### src/rtl/core/rnps_pkg.sv
// Package: shared types and constants for the nearest-point-to-ray store.
`default_nettype none
package rnps_pkg;
  localparam int CAPACITY_DEF = 1024;
  localparam int CW = 24;

  typedef enum logic [1:0] {
    ST_INSERTED = 2'd0,
    ST_DELETED  = 2'd1,
    ST_FULL     = 2'd2,
    ST_EMPTY    = 2'd3
  } status_t;

  typedef struct packed {
    logic           mode;
    logic [CW-1:0]  px;
    logic [CW-1:0]  py;
    logic [CW-1:0]  pz;
    logic [CW-1:0]  ox;
    logic [CW-1:0]  oy;
    logic [CW-1:0]  oz;
    logic [CW-1:0]  dx;
    logic [CW-1:0]  dy;
    logic [CW-1:0]  dz;
  } cmd_t;

  typedef enum logic [2:0] {
    BK_IDLE, BK_INS, BK_SCAN, BK_DRAIN, BK_FETCH, BK_MOVE, BK_DONE
  } bk_state_t;
endpackage
`default_nettype wire

### src/rtl/core/rnps_front.sv
// Front end: two-entry command queue between input channel and back end.
`default_nettype none
module rnps_front (
  input  wire logic           clk,
  input  wire logic           rst_n,
  input  wire logic           in_valid,
  output logic                in_stall,
  input  wire rnps_pkg::cmd_t in_cmd,
  output logic                q_valid,
  output rnps_pkg::cmd_t      q_cmd,
  input  wire logic           q_take
);
  rnps_pkg::cmd_t buf_r [2];
  logic [1:0] cnt_r, cnt_nxt;
  logic       rd_r, wr_r;
  logic       push, pop;

  assign in_stall = (cnt_r == 2'd2);
  assign push     = in_valid && !in_stall;
  assign q_valid  = (cnt_r != 2'd0);
  assign pop      = q_valid && q_take;
  assign q_cmd    = buf_r[rd_r];

  always_comb begin
    cnt_nxt = cnt_r + {1'b0, push} - {1'b0, pop};
  end

  always_ff @(posedge clk) begin
    if (!rst_n) begin
      cnt_r <= 2'd0;
      rd_r  <= 1'b0;
      wr_r  <= 1'b0;
    end else begin
      cnt_r <= cnt_nxt;
      if (push) wr_r <= ~wr_r;
      if (pop)  rd_r <= ~rd_r;
    end
  end

  always_ff @(posedge clk) begin
    if (push) buf_r[wr_r] <= in_cmd;
  end
endmodule
`default_nettype wire

### config.mk
export PLATFORM = sky130hd
export DESIGN_NAME = rnps_front
export DESIGN_NICKNAME = d
export VERILOG_FILES = /design/src/rtl/core/rnps_pkg.sv /design/src/rtl/core/rnps_front.sv
export SDC_FILE = /design/constraint.sdc
export NUM_CORES = 1
export LEC_CHECK = 0
export BUFFER_PORTS_ARGS = -buffer_cell sky130_fd_sc_hd__buf_4
export CAP_MARGIN = 30
export CORE_MARGIN = 2
export CORE_UTILIZATION = 30
export DETAILED_ROUTE_END_ITERATION = 8
export GPL_TIMING_DRIVEN = 0
export HOLD_SLACK_MARGIN = 0.12
export SETUP_SLACK_MARGIN = 0.5
export SLEW_MARGIN = 20
export SYNTH_ARGS = -nofsm -noshare
export SYNTH_HDL_FRONTEND = slang
export SYNTH_SLANG_ARGS = --single-unit
### constraint.sdc
create_clock -name clk -period 17.5 [get_ports clk]
set_clock_uncertainty 0.2 [all_clocks]
set_input_delay 1.75 -clock clk [delete_from_list [all_inputs] [get_ports clk]]
set_output_delay 1.75 -clock clk [all_outputs]
set_load 0.05 [all_outputs]
* Word-level counts from Yosys, hierarchy flattened *
Memories as Yosys holds them, arrays and structs flattened. A register that Yosys moved wholly into a read port is not among the register bits.
Index checks and enable logic that the tools add are counted.

cells by class
  add/sub/neg operators = 2
  eq/ne operators = 1
  multiplexer cells = 4
  bitwise logic cells = 2
  reduce and logical (&&, ||, !) cells = 4

operator list
  kind                  count
  $mux W1               4
  $add A2 B1 Y2         1
  $eq A2 B2 Y1 const B  1
  $logic_and A1 B1 Y1   2
  $not A1 Y1            2
  $reduce_bool A2 Y1    1
  $sub A2 B1 Y2         1
  $logic_not A1 Y1      1

word-level totals
  bits in registers = 4
  RAM bits = 434
  input port bits = 221
  output and inout port bits = 219
  logic and storage cells = 17
  memories = 1

memories
  name   depth  width  rd ports  clocked after memory_dff  wr ports  RTL line          text
  buf_r  2      217    1         1                         1         rnps_front.sv:13  rnps_pkg::cmd_t buf_r [2];

* Longest topological paths before layout *
  depth in word-level cells = 5
  gate-level depth with buffers = 8
  mapped depth without buffers = 8

* Worst setup path before layout *
OpenSTA, ideal clock, no wires.

  kind = input to register
  start = input in_valid
  end = memory buf_r[0][0] in the netlist's numbering, enable pin
  setup time = 0.798 ns
  arrival time = 10.837 ns
  data required time = 16.502 ns
  setup slack = 5.665 ns
  stages on the path = 2
  path buffers = 0
  cell sequence = nand2_1 nor2_1

on the way
  cells in the longest elaborated chain, start to end = 3

RTL lines
  element                        RTL line          text
  from (decl)                    rnps_front.sv:6   input wire logic in_valid,
  $logic_and A1 B1 Y1            rnps_front.sv:19  assign push = in_valid && !in_stall;
  $mux W1                        rnps_front.sv:41  if (push) buf_r[wr_r] <= in_cmd;
  $mux W1 (not written as such)  rnps_front.sv:41
  to (decl)                      rnps_front.sv:13

No other way between the ends.

==> impl_metrics.csv <==
group,metric,value,unit
job,drv_cap,0,
sta,fmax,0.2485,GHz
floorplanning,fp.dieH,238.0,um
floorplanning,die_width,238.0,um
cts,cts.repair.resized,0,
sta,slew_viol_final,0,
finish,layout_common_cells,"buf_4, edfxtp_1, mux2_4",
sta,period_share,23.00,%
finish,fin_area,22470,um2
cts,cts_buffer_depth,3,
power,ir_drop,97.80,uV
cts,cts_buffers,48,
detailed_routing,firstDrtPassIters,4,
setup_path,critPathArrivalTime,2.07,ns
power,power,3.702,mW
sta,setup_viol_count_final,0,
setup_path,crit_required,15.55,ns
finish,utilization,41.68,%
sta,fin_crit,4.025,ns
logic_synthesis,syn-num-nets,923,
cts,cts_hold_buffers,0,
floorplanning,pin_count,440,
sta,relSlewSlack,62.19,%
logic_synthesis,synth_seq_cells,439,
power,p_leak,8.555,nW
min_path,hold_path_class,"register to register",
placed_design,portBuffers,439,
cts,cts_sinks,439,
floorplanning,core,53920,um2
logic_synthesis,synth_seq_area_share,79.97,%
grt,grt_first_pass_wirelength,53.97,mm
outcome,outcome,"finished, final reports clean",
detailed_routing,dr_total_vias,8315,
logic_synthesis,syn_area,16420,um2
setup_path,critical_path_class,"register to primary output",
cts,cts_tree,"done",
detailed_routing,wl_per_cell,19.34,um
finish,fin_nets,1428,
power,power-per-cell-area,164.7,nW/um2
detailed_routing,drt_iter0_markers,347,
finish,fill_cells,4822,
finish,synthToLayoutAreaGrowth,36.84,%
finish,drive_gt1_share,61.32,%
cts,cts_root_buffer,"clkbuf_16",
cts,clkTransAtPathRegs,0.05,ns
grt,grt_max_degree,50,
sta,tns,0,ns
setup_path,cp_cell_sequence,"buf_6, buf_6, buf_6, mux2_4, buf_4",
placed_design,placed_area,20980,um2
setup_path,cp_slowest_cell,"mux2_4",
logic_synthesis,avgSynthCellArea,23.46,um2
setup_path,max_stage_delay,0.34,ns
placed_design,hpwlAfterDp,26.30,mm
sta,hold_violations,0,
detailed_routing,wl,37.46,mm
detailed_routing,drtAntennaViolNets,0,
cts,clock_latency,0.57,ns
cts,h-tree-depth,2,
grt,grt_pass1_vias,8834,
floorplanning,core.rowCount,85,
cts,post_cts_buffers,0,
finish,mostFrequentLayoutCell,"buf_4",
detailed_routing,drc,0,
logic_synthesis,synth_cells,700,
floorplanning,dieArea,56630,um2
setup_path,cp_max_fo,10,
sta,worst_pin_slew,0.5658,ns
placed_design,place.gp.congestion,0.7066,
finish,layoutNonFillerInstCount,1937,
grt,antenna_found_initial,3,
detailed_routing,avgViaCountPerCell,4.293,
logic_synthesis,synth-warning-count,0,
finish,diodes,0,
setup_path,cp-start-kind,"register",
logic_synthesis,ys_types,18,
grt,overflow,0,
sta,rsz0062_at_grt,"no",
setup_path,end_kind,"primary output",
grt,gr-usage-all-layers,12.69,%
placed_design,dp_cells,1851,
setup_path,crit_top_cell,"buf_6",
floorplanning,initial_core_util,30.46,%
final timing paths:
kind	startpoint	to	slack, ns	cells past startpoint
min	rd_r	rd_r	0.33	2
max reg2reg	cnt_r[0]	buf_r[0][103]	14.98	7
min reg2reg	rd_r	rd_r	0.33	2
max	register	q_cmd[98]	13.48	5
report_power, final:
group / leakage [nW] / internal, mW / switching [mW] / total, mW
Clock: 0.725 / 0.572 / 0.397 / 0.969
Sequential: 4.10 / 1.32 / 0.0293 / 1.35
Combinational: 3.73 / 0.502 / 0.883 / 1.38
Total: 8.55 / 2.39 / 1.31 / 3.70
registers in the layout, indices dropped and copies added (netlist names), named ones only:
signal	flops
buf_r	434
cnt_r	2
rd_r	1
wr_r	1
area by class of cell:
class	instances	area, um2	area share (%)
Clock buffer	64	1282	5.707
Multi-Input combinational cell	235	3074	13.68
Inverter	2	7.507	0.03341
Tap cell	696	870.8	3.875
Timing Repair Buffer	455	3671	16.34
Clock inverter	22	212.7	0.9465
Buffer	24	220.2	0.9800
Sequential cell	439	13130	58.44
kinds of logic (layout without fill, tap and decap cells):
| family | Yosys count | after routing | share of synthesized area, % |
|---|---|---|---|
| fa+ha+maj | 2 | 2 | 0.1524 |
| compound gates | 1 | 1 | 0.04573 |
| mux | 218 | 218 | 17.91 |
| buf+inv | 26 | 567 | 1.387 |
| simple gates | 11 | 11 | 0.3733 |
| flops | 439 | 439 | 79.97 |
| xor+xnor | 3 | 3 | 0.1600 |
worst max-delay path: cells and delay by family (launching register included):
kind / cells / cell delay, ns
mux: 1 / 0.34
buf+inv: 4 / 0.83
flops: 1 / 0.32
through the flow:
stage,worst slack [ns],hold slack (ns)
2_1_floorplan,5.665,0.2549
3_3_place_gp,-0.7347,0.2695
3_5_place_dp,13.66,0.3252
4_1_cts,13.36,0.3416
5_1_grt,13.34,0.3688
6_report,13.48,0.3319
Yosys cell counts:
library cell,count,area [um2]
xnor2_1,3,26.28
nor2_1,1,3.750
mux2_4,130,1952
ha_1,2,25.02
mux2i_1,1,10.01
buf_2,8,40.04
o21a_1,1,7.510
and3_1,1,6.260
edfxtp_1,434,13030
buf_6,16,180.2
and2_1,2,12.51
mux2_2,87,979.7
nor2b_1,2,12.51
nand2b_1,2,12.51
dfxtp_1,5,100.1
or2_2,1,6.260
nand2_1,2,7.510
inv_1,2,7.510
routing by layer:
metal | vias to the layer above | share of wire [%] | global-route usage [%]
met3 | 80 | 8.8 | 4.813
li1 | 3804 | - | -
met2 | 276 | 50 | 21.96
met4 | 6 | 3.2 | 5.146
met1 | 4149 | 38 | 14.05
met5 | - | 0.091 | 0
(Power assumes the default switching activity.)
